--- config.mk ---
export PLATFORM = sky130hd
export DESIGN_NAME = serial_command_line_queue_core
export DESIGN_NICKNAME = d
export VERILOG_FILES = /design/src/scq_pkg.sv /design/src/scq_rom.sv /design/src/scq_datapath.sv /design/src/serial_command_line_queue_core.sv
export SDC_FILE = /design/constraint.sdc
export NUM_CORES = 2
export LEC_CHECK = 0
export ABC_AREA = 1
export BUFFER_PORTS_ARGS = -buffer_cell sky130_fd_sc_hd__buf_4
export CAP_MARGIN = 40
export CORE_AREA = 2 2 418 503
export CTS_BUF_LIST = sky130_fd_sc_hd__clkbuf_16
export DETAILED_ROUTE_END_ITERATION = 7
export DIE_AREA = 0 0 420 505
export GPL_TIMING_DRIVEN = 1
export HOLD_SLACK_MARGIN = 0.03
export PLACE_DENSITY = 0.54
export SLEW_MARGIN = 20
export SYNTH_ARGS = -nofsm -noshare
export SYNTH_HDL_FRONTEND = slang
export SYNTH_SLANG_ARGS = --single-unit
--- constraint.sdc ---
create_clock -name clk -period 18.5 [get_ports clk]
set_input_delay 3.7 -clock clk [delete_from_list [all_inputs] [get_ports clk]]
set_output_delay 3.7 -clock clk [all_outputs]
set_load 0.02 [all_outputs]
--- src/scq_pkg.sv ---
// Package for the serial command line queue: control word, step codes, command text.
package scq_pkg;

	localparam int UPC_W = 4;
	localparam int CMD_IDX_W = 5;
	localparam int LEFT_LEN = 17;
	localparam int RIGHT_LEN = 18;

	localparam logic [LEFT_LEN*8-1:0] LEFT_STR = {"led_shift_", "left", "_on"};
	localparam logic [RIGHT_LEN*8-1:0] RIGHT_STR = {"led_shift_", "right", "_on"};

	localparam logic [7:0] CHAR_LF = 8'h0a;
	localparam logic [7:0] CHAR_CR = 8'h0d;
	localparam logic [7:0] CHAR_NUL = 8'h00;

	// Microprogram step addresses
	localparam logic [UPC_W-1:0] STEP_WAIT = 4'd0;
	localparam logic [UPC_W-1:0] STEP_BYTE = 4'd1;
	localparam logic [UPC_W-1:0] STEP_POLL = 4'd2;
	localparam logic [UPC_W-1:0] STEP_CMPL = 4'd3;
	localparam logic [UPC_W-1:0] STEP_HITL = 4'd4;
	localparam logic [UPC_W-1:0] STEP_STARTR = 4'd5;
	localparam logic [UPC_W-1:0] STEP_CMPR = 4'd6;
	localparam logic [UPC_W-1:0] STEP_HITR = 4'd7;
	localparam logic [UPC_W-1:0] STEP_MISS = 4'd8;
	localparam logic [UPC_W-1:0] STEP_EMPTY = 4'd9;

	typedef enum logic [2:0] {
		COND_SEQ   = 3'd0,
		COND_JMP   = 3'd1,
		COND_IN    = 3'd2,
		COND_EMPTY = 3'd3,
		COND_CMP   = 3'd4
	} cond_t;

	localparam logic [1:0] SEEN_NONE = 2'd0;
	localparam logic [1:0] SEEN_LEFT = 2'd1;
	localparam logic [1:0] SEEN_RIGHT = 2'd2;

	typedef struct packed {
		cond_t            cond;
		logic [UPC_W-1:0] target;
		logic             in_ready;
		logic             do_byte;
		logic             rd_start;
		logic             rd_next;
		logic             sel_right;
		logic             take;
		logic             hit_left;
		logic             hit_right;
		logic             out_load;
	} ctrl_t;

	typedef struct packed {
		logic empty;
		logic mismatch;
		logic last;
		logic dropped;
	} status_t;

	function automatic logic [7:0] cmd_char(input logic sel_right,
		input logic [CMD_IDX_W-1:0] idx);
		logic [7:0] c;
		c = CHAR_NUL;
		if (sel_right) begin
			if (int'(idx) < RIGHT_LEN)
				c = RIGHT_STR[(RIGHT_LEN - 1 - int'(idx))*8 +: 8];
		end else begin
			if (int'(idx) < LEFT_LEN)
				c = LEFT_STR[(LEFT_LEN - 1 - int'(idx))*8 +: 8];
		end
		return c;
	endfunction

endpackage

--- src/scq_rom.sv ---
// Microprogram table: one control word per sequencer step.
module scq_rom (
	input  logic [scq_pkg::UPC_W-1:0] upc,
	output scq_pkg::ctrl_t            ctrl
);

	always_comb begin
		ctrl = '0;
		ctrl.cond = scq_pkg::COND_JMP;
		ctrl.target = scq_pkg::STEP_WAIT;
		case (upc)
			scq_pkg::STEP_WAIT: begin
				ctrl.cond = scq_pkg::COND_IN;
				ctrl.target = scq_pkg::STEP_POLL;
				ctrl.in_ready = 1'b1;
			end
			scq_pkg::STEP_BYTE: begin
				ctrl.do_byte = 1'b1;
				ctrl.out_load = 1'b1;
			end
			scq_pkg::STEP_POLL: begin
				ctrl.cond = scq_pkg::COND_EMPTY;
				ctrl.target = scq_pkg::STEP_EMPTY;
				ctrl.rd_start = 1'b1;
			end
			scq_pkg::STEP_CMPL: begin
				ctrl.cond = scq_pkg::COND_CMP;
				ctrl.target = scq_pkg::STEP_STARTR;
				ctrl.rd_next = 1'b1;
			end
			scq_pkg::STEP_HITL: begin
				ctrl.take = 1'b1;
				ctrl.hit_left = 1'b1;
				ctrl.out_load = 1'b1;
			end
			scq_pkg::STEP_STARTR: begin
				ctrl.cond = scq_pkg::COND_SEQ;
				ctrl.rd_start = 1'b1;
				ctrl.sel_right = 1'b1;
			end
			scq_pkg::STEP_CMPR: begin
				ctrl.cond = scq_pkg::COND_CMP;
				ctrl.target = scq_pkg::STEP_MISS;
				ctrl.rd_next = 1'b1;
			end
			scq_pkg::STEP_HITR: begin
				ctrl.take = 1'b1;
				ctrl.hit_right = 1'b1;
				ctrl.out_load = 1'b1;
			end
			scq_pkg::STEP_MISS: begin
				ctrl.take = 1'b1;
				ctrl.out_load = 1'b1;
			end
			scq_pkg::STEP_EMPTY: begin
				ctrl.out_load = 1'b1;
			end
			default: begin
				ctrl.cond = scq_pkg::COND_JMP;
				ctrl.target = scq_pkg::STEP_WAIT;
			end
		endcase
	end

endmodule

--- src/scq_datapath.sv ---
// Datapath: line store, ring pointers, character index, mode and command compare.
module scq_datapath #(
	parameter int LINE_SLOTS = 8,
	parameter int LINE_LEN = 32
) (
	input  logic                 clk,
	input  logic                 arst_n,
	input  logic                 in_accept,
	input  logic [7:0]           in_byte,
	input  logic                 en,
	input  scq_pkg::ctrl_t       ctrl,
	output scq_pkg::status_t     status,
	output logic                 mode
);

	localparam int SW = (LINE_SLOTS > 1) ? $clog2(LINE_SLOTS) : 1;
	localparam int IW = $clog2(LINE_LEN);
	localparam int DEPTH = LINE_SLOTS * (2 ** IW);
	localparam logic [SW-1:0] SLOT_LAST = SW'(LINE_SLOTS - 1);
	localparam logic [IW-1:0] IDX_LAST = IW'(LINE_LEN - 1);

	logic [7:0]                    mem [DEPTH];
	logic [7:0]                    byte_q;
	logic [7:0]                    rdata_q;
	logic [SW-1:0]                 head_q, tail_q, head_inc, tail_inc;
	logic [IW-1:0]                 char_q;
	logic [scq_pkg::CMD_IDX_W-1:0] k_q;
	logic                          sel_q;
	logic                          mode_q;
	logic                          full, eol, line_full, wr_en;
	logic [IW-1:0]                 rd_idx;
	logic [SW+IW-1:0]              wr_addr, rd_addr;
	logic [7:0]                    wr_data;

	assign head_inc = (head_q == SLOT_LAST) ? '0 : head_q + 1'b1;
	assign tail_inc = (tail_q == SLOT_LAST) ? '0 : tail_q + 1'b1;
	assign full = (tail_inc == head_q);
	assign eol = (byte_q == scq_pkg::CHAR_LF) || (byte_q == scq_pkg::CHAR_CR);
	assign line_full = (char_q >= IDX_LAST);
	assign wr_en = en && ctrl.do_byte && !full && (eol || !line_full);
	assign wr_data = eol ? scq_pkg::CHAR_NUL : byte_q;
	assign wr_addr = {tail_q, char_q};
	assign rd_idx = ctrl.rd_start ? '0 : IW'(k_q);
	assign rd_addr = {head_q, rd_idx};

	always_ff @(posedge clk) begin
		if (wr_en)
			mem[wr_addr] <= wr_data;
		rdata_q <= mem[rd_addr];
		if (in_accept)
			byte_q <= in_byte;
	end

	always_ff @(posedge clk or negedge arst_n) begin
		if (!arst_n) begin
			head_q <= '0;
			tail_q <= '0;
			char_q <= '0;
			mode_q <= 1'b0;
			k_q <= '0;
			sel_q <= 1'b0;
		end else if (en) begin
			if (ctrl.do_byte && !full) begin
				if (eol) begin
					char_q <= '0;
					tail_q <= tail_inc;
				end else if (!line_full) begin
					char_q <= char_q + 1'b1;
				end
			end
			if (ctrl.take)
				head_q <= head_inc;
			if (ctrl.hit_left)
				mode_q <= 1'b0;
			else if (ctrl.hit_right)
				mode_q <= 1'b1;
			// start a compare pass: address 0 goes out now, count on from 1
			if (ctrl.rd_start) begin
				k_q <= scq_pkg::CMD_IDX_W'(1);
				sel_q <= ctrl.sel_right;
			end else if (ctrl.rd_next) begin
				k_q <= k_q + 1'b1;
			end
		end
	end

	// rdata_q holds the character at k_q - 1
	assign status.empty = (head_q == tail_q);
	assign status.mismatch = (rdata_q != scq_pkg::cmd_char(sel_q, k_q - 1'b1));
	assign status.last = sel_q ? (k_q == scq_pkg::CMD_IDX_W'(scq_pkg::RIGHT_LEN))
	                           : (k_q == scq_pkg::CMD_IDX_W'(scq_pkg::LEFT_LEN));
	assign status.dropped = full || (!eol && line_full);
	assign mode = mode_q;

endmodule

--- src/serial_command_line_queue_core.sv ---
// Top level: microprogram sequencer, stream ports and result register.
// A received byte occupies the sequencer for the accepting step and one byte step, which
// registers its result. A poll on an empty ring passes the accepting step, the poll step
// and the empty step, which registers its result. A poll that takes a line runs the
// compare loop, which reads one stored character per cycle from the line store against
// the left command (17 characters) and then the right command (18 characters); the two
// commands part at their eleventh character, so at most one of the two passes runs long.
// Bytes are written into slot tail at the current character index; a newline or carriage
// return stores a zero terminator and closes the slot. The line store needs no clearing
// after reset. A new transaction is taken only while the sequencer waits at its first
// step, and a result step holds while the previous result has not been taken.
module serial_command_line_queue_core #(
	parameter int LINE_SLOTS = 8,
	parameter int LINE_LEN = 32
) (
	input  logic       clk,
	input  logic       arst_n,
	input  logic       s_tvalid,
	output logic       s_tready,
	input  logic [7:0] s_tdata,   // [7:0] rx_byte
	input  logic       s_tuser,   // [0] kind
	output logic       m_tvalid,
	input  logic       m_tready,
	output logic [7:0] m_tdata    // [0] mode, [1] line_taken, [3:2] command_seen,
	                              // [4] byte_dropped, [7:5] zero
);

	logic [scq_pkg::UPC_W-1:0] upc_q, upc_next;
	scq_pkg::ctrl_t            ctrl;
	scq_pkg::status_t          status;
	logic                      in_acc, stall, en, mode_now;
	logic                      m_tvalid_q;
	logic [7:0]                m_tdata_q;
	logic                      res_mode, res_dropped;
	logic [1:0]                res_seen;

	scq_rom u_rom (
		.upc  (upc_q),
		.ctrl (ctrl)
	);

	scq_datapath #(
		.LINE_SLOTS (LINE_SLOTS),
		.LINE_LEN   (LINE_LEN)
	) u_datapath (
		.clk       (clk),
		.arst_n    (arst_n),
		.in_accept (in_acc),
		.in_byte   (s_tdata),
		.en        (en),
		.ctrl      (ctrl),
		.status    (status),
		.mode      (mode_now)
	);

	assign s_tready = ctrl.in_ready;
	assign in_acc = s_tvalid && s_tready;
	// hold a result step while the last transaction still waits on the output
	assign stall = ctrl.out_load && m_tvalid_q && !m_tready;
	assign en = !stall;

	always_comb begin
		upc_next = upc_q + 1'b1;
		case (ctrl.cond)
			scq_pkg::COND_SEQ:   upc_next = upc_q + 1'b1;
			scq_pkg::COND_JMP:   upc_next = ctrl.target;
			scq_pkg::COND_IN: begin
				if (!in_acc)
					upc_next = upc_q;
				else if (s_tuser)
					upc_next = ctrl.target;
				else
					upc_next = upc_q + 1'b1;
			end
			scq_pkg::COND_EMPTY: upc_next = status.empty ? ctrl.target : upc_q + 1'b1;
			scq_pkg::COND_CMP: begin
				if (status.mismatch)
					upc_next = ctrl.target;
				else if (status.last)
					upc_next = upc_q + 1'b1;
				else
					upc_next = upc_q;
			end
			default:             upc_next = scq_pkg::STEP_WAIT;
		endcase
	end

	assign res_mode = ctrl.hit_left ? 1'b0 : (ctrl.hit_right ? 1'b1 : mode_now);
	assign res_seen = ctrl.hit_left ? scq_pkg::SEEN_LEFT
	                : (ctrl.hit_right ? scq_pkg::SEEN_RIGHT : scq_pkg::SEEN_NONE);
	assign res_dropped = ctrl.do_byte && status.dropped;

	always_ff @(posedge clk or negedge arst_n) begin
		if (!arst_n) begin
			upc_q <= scq_pkg::STEP_WAIT;
			m_tvalid_q <= 1'b0;
		end else begin
			if (en)
				upc_q <= upc_next;
			if (ctrl.out_load && en)
				m_tvalid_q <= 1'b1;
			else if (m_tready)
				m_tvalid_q <= 1'b0;
		end
	end

	always_ff @(posedge clk) begin
		if (ctrl.out_load && en)
			m_tdata_q <= {3'b000, res_dropped, res_seen, ctrl.take, res_mode};
	end

	assign m_tvalid = m_tvalid_q;
	assign m_tdata = m_tdata_q;

endmodule

==> impl_metrics.env <==
export IMPL_status="finished, final reports clean"
export IMPL_max_slew_margin_rel_pct=36.38
export IMPL_post_cts_resized=0
export IMPL_dieHeight_um=505
export IMPL_synth_cell_types=41
export IMPL_ys_top_cells_by_area="edfxtp_1, nor2_1, o21ai_0, o211ai_1, nand3_1"
export IMPL_power_internal_w=0.009308
export IMPL_first_iter_violations=4943
export IMPL_clk_pin_slew_ns=0.07
export IMPL_cp_required_ns=19.27
export IMPL_setup_viol=0
export IMPL_die_area_sq_um=212100
export IMPL_yosysWarnings=0
export IMPL_syn_avg_cell_area_sq_um=12.54
export IMPL_fillerInstances=18410
export IMPL_drive_gt1_share_pct=12.64
export IMPL_grt_overflow=0
export IMPL_pin_count=23
export IMPL_vias=54340
export IMPL_power_w=0.01508
export IMPL_syn_to_final_growth_pct=11.28
export IMPL_fin_worst_skew_ns=0.02645
export IMPL_port_buffers=19
export IMPL_dr_pass1_iters=6
export IMPL_yosysTopAreaCell="edfxtp_1"
export IMPL_hold_class="reg -> reg"
export IMPL_ctsHoldBuffers=0
export IMPL_fin_tns_setup_ns=0
export IMPL_insertion_delay_ns=0.84
export IMPL_grt_pass1_vias=53850
export IMPL_cts_buffers=200
export IMPL_post_route_period_util_pct=34.42
export IMPL_timing_final_hold_violations=0
export IMPL_rsz0062_at_grt="false"
export IMPL_synth_seq_cells=2092
export IMPL_numClockSinks=2092
export IMPL_cap_violations=0
export IMPL_placed_area_sq_um=89850
export IMPL_wl_mm=246.5
export IMPL_core_area_sq_um=206800
export IMPL_cts_tree="done"
export IMPL_period_needed_ns=6.367
export IMPL_post_cts_buffers=0
export IMPL_switching_share_pct=38.27
export IMPL_worst_pin_slew_ns=0.9543
export IMPL_layout_nets=6825
export IMPL_pwr_share_comb_pct=36.3
export IMPL_crit_type="reg -> reg"
export IMPL_fin_util_pct=46.66
export IMPL_htreeDepth=4
export IMPL_crit_path_start_kind="flop"
export IMPL_root_buffer="clkbuf_16"
export IMPL_whs_ns=0.5234
export IMPL_finish_instance_area_sq_um=96480
export IMPL_clockBufferDepth=3
export IMPL_power_share_sequential_pct=37.0
export IMPL_track_usage_pct=22.99
export IMPL_critPathCaptureType="flop"
export IMPL_gp_congestion=0.8716
export IMPL_grt_pass1_wl_mm=360.6
export IMPL_path_max_fanout=202
export IMPL_antenna_left=0
export IMPL_drv_slew=0
export IMPL_initial_core_util_pct=41.93
export IMPL_antenna_found_initial=8
export IMPL_synthCells=6913
export IMPL_final_common_cell="edfxtp_1"
export IMPL_p_sw_w=0.005770
export IMPL_fp_dieW_um=420
export IMPL_final_cell_mix="edfxtp_1, nor2_1, o21ai_0"
export IMPL_drc=0
export IMPL_dp_hpwl_mm=145.8
export IMPL_yosysSeqAreaShare_pct=72.23
export IMPL_grt_max_degree=213
export IMPL_rows=183
export IMPL_ir_worst_vdd_mv=0.1947
export IMPL_via_per_inst=5.586
export IMPL_synth_top_cell_area_share_pct=71.38
export IMPL_powerDensity_nw_per_um2=156.3
export IMPL_cp_data_arrival_time_ns=7.14
export IMPL_max_freq_ghz=0.1571
export IMPL_routedWlPerCell_um=25.34
export IMPL_clkPwrFrac_pct=26.7
export IMPL_netlist_area_sq_um=86700
export IMPL_leakagePower_nw=30.37
## worst paths after layout
path	cells past startpoint	from	end	slack, ns
max in group asynchronous	1	arst_n	u_datapath.char_q[0]$_DFFE_PN0P_	15.40
max reg2reg	16	u_datapath.k_q[0]$_DFFE_PN0P_	u_datapath.rdata_q[3]$_DFF_P_	12.13
min	2	u_datapath.mode$_DFFE_PN0N_	u_datapath.mode$_DFFE_PN0N_	0.52
min in group asynchronous	1	arst_n	u_datapath.k_q[2]$_DFFE_PN0P_	2.80
max	16	u_datapath.k_q[0]$_DFFE_PN0P_	u_datapath.rdata_q[3]$_DFF_P_	12.13
min reg2reg	2	u_datapath.mode$_DFFE_PN0N_	u_datapath.mode$_DFFE_PN0N_	0.52
## flip-flops by register name, indices dropped and copies added (netlist names)
register and cells:
u_datapath.tail_q 3, u_datapath.byte_q 8, u_datapath.rdata_q 8, m_tdata 5
u_datapath.mode 1, upc_q 4, u_datapath.head_q 3, u_datapath.mem 2048
u_datapath.sel_q 1, u_datapath.k_q 5, m_tvalid 1, u_datapath.char_q 5
## kinds of logic (layout without fill, tap and decap cells)
family                   after synthesis  after routing  share of synthesized area (%)
AND/OR/NAND/NOR                     2617           2617                          13.75
flip-flops                          2092           2092                          72.23
AO/OA/AOI/OAI                       1585           1585                          10.65
buffers and inverters                586            624                          2.957
adder cells (fa/ha/maj)               18             18                         0.2598
XOR/XNOR                              11             11                         0.1111
multiplexers                           3              3                        0.03896
other                                  1              4                       0.004325
## per-layer routing
layer	part of all wire, %	track usage [%]	up-vias
met4	3.6	8.248	0
met5	0	0	-
li1	-	-	25020
met3	5.7	3.096	366
met1	42	30.90	27160
met2	49	38.09	1801
## per-stage QoR
| stage | worst slack (ns) | std cells |
|---|---|---|
| finish | 12.13 | 9729 |
| global route | 11.64 | 9729 |
| CTS | 11.99 | 9717 |
| detailed placement | 11.65 | 9356 |
| global placement | 10.77 | 9315 |
| floorplan | 10.47 | 6915 |
## power groups by stage
| stage | registers [W] | logic (W) | clock network (W) |
|---|---|---|---|
| after floorplan | 0.00575 | 0.00355 | 0 |
| after CTS | 0.00557 | 0.00545 | 0.00410 |
| final | 0.00557 | 0.00547 | 0.00403 |
| after global routing | 0.00558 | 0.00601 | 0.00427 |
| after detailed placement | 0.00568 | 0.00544 | 0 |
| after global placement | 0.00568 | 0.00534 | 0 |
## cell usage after synthesis
library cell / n
a21oi_1: 12
a31oi_1: 3
buf_1: 25
buf_2: 197
buf_4: 12
buf_6: 8
clkbuf_1: 243
clkbuf_2: 8
clkinv_1: 3
conb_1: 1
dfrtp_1: 23
dfxtp_1: 8
edfxtp_1: 2061
ha_1: 18
inv_1: 82
inv_2: 7
inv_4: 1
mux2_2: 3
nand2_1: 174
nand2_2: 7
nand2_4: 1
nand3_1: 563
nand3_2: 1
nand3b_1: 3
nand4_1: 4
nor2_1: 1330
nor2_2: 5
nor2_4: 1
nor2_8: 1
nor3_1: 14
nor3b_1: 1
o211a_1: 1
o211ai_1: 514
o21ai_0: 899
o21ai_1: 154
o21bai_1: 2
or2_0: 49
or2_1: 85
or2_2: 378
xnor2_1: 6
xor2_1: 5
## critical path, cell delays in order, from the launching register on
cell and delay [ns]:
dfrtp_1 0.65, inv_1 0.39, nor2_8 0.28, buf_4 0.57
buf_12 0.63, buf_4 0.61, buf_4 0.73, buf_4 0.64
or2_2 0.21, o21ai_0 0.07, o21ai_0 0.24, o211ai_1 0.16
nand3_1 0.28, nand3_1 0.14, nand3_1 0.28, nand3_1 0.18
nand2_1 0.09
## area by class of cell
cell class	count	area, sq um	share of cell area [%]
clock buffers	206	5155	5.343
multi-input cells	4237	21700	22.49
well taps	2775	3472	3.599
repair buffers	170	1914	1.984
clock inverters	155	1232	1.277
inverters	93	375.4	0.3891
flip-flops and latches	2092	62630	64.91
diodes	1	2.502	0.002594
(Power assumes the default switching activity.)
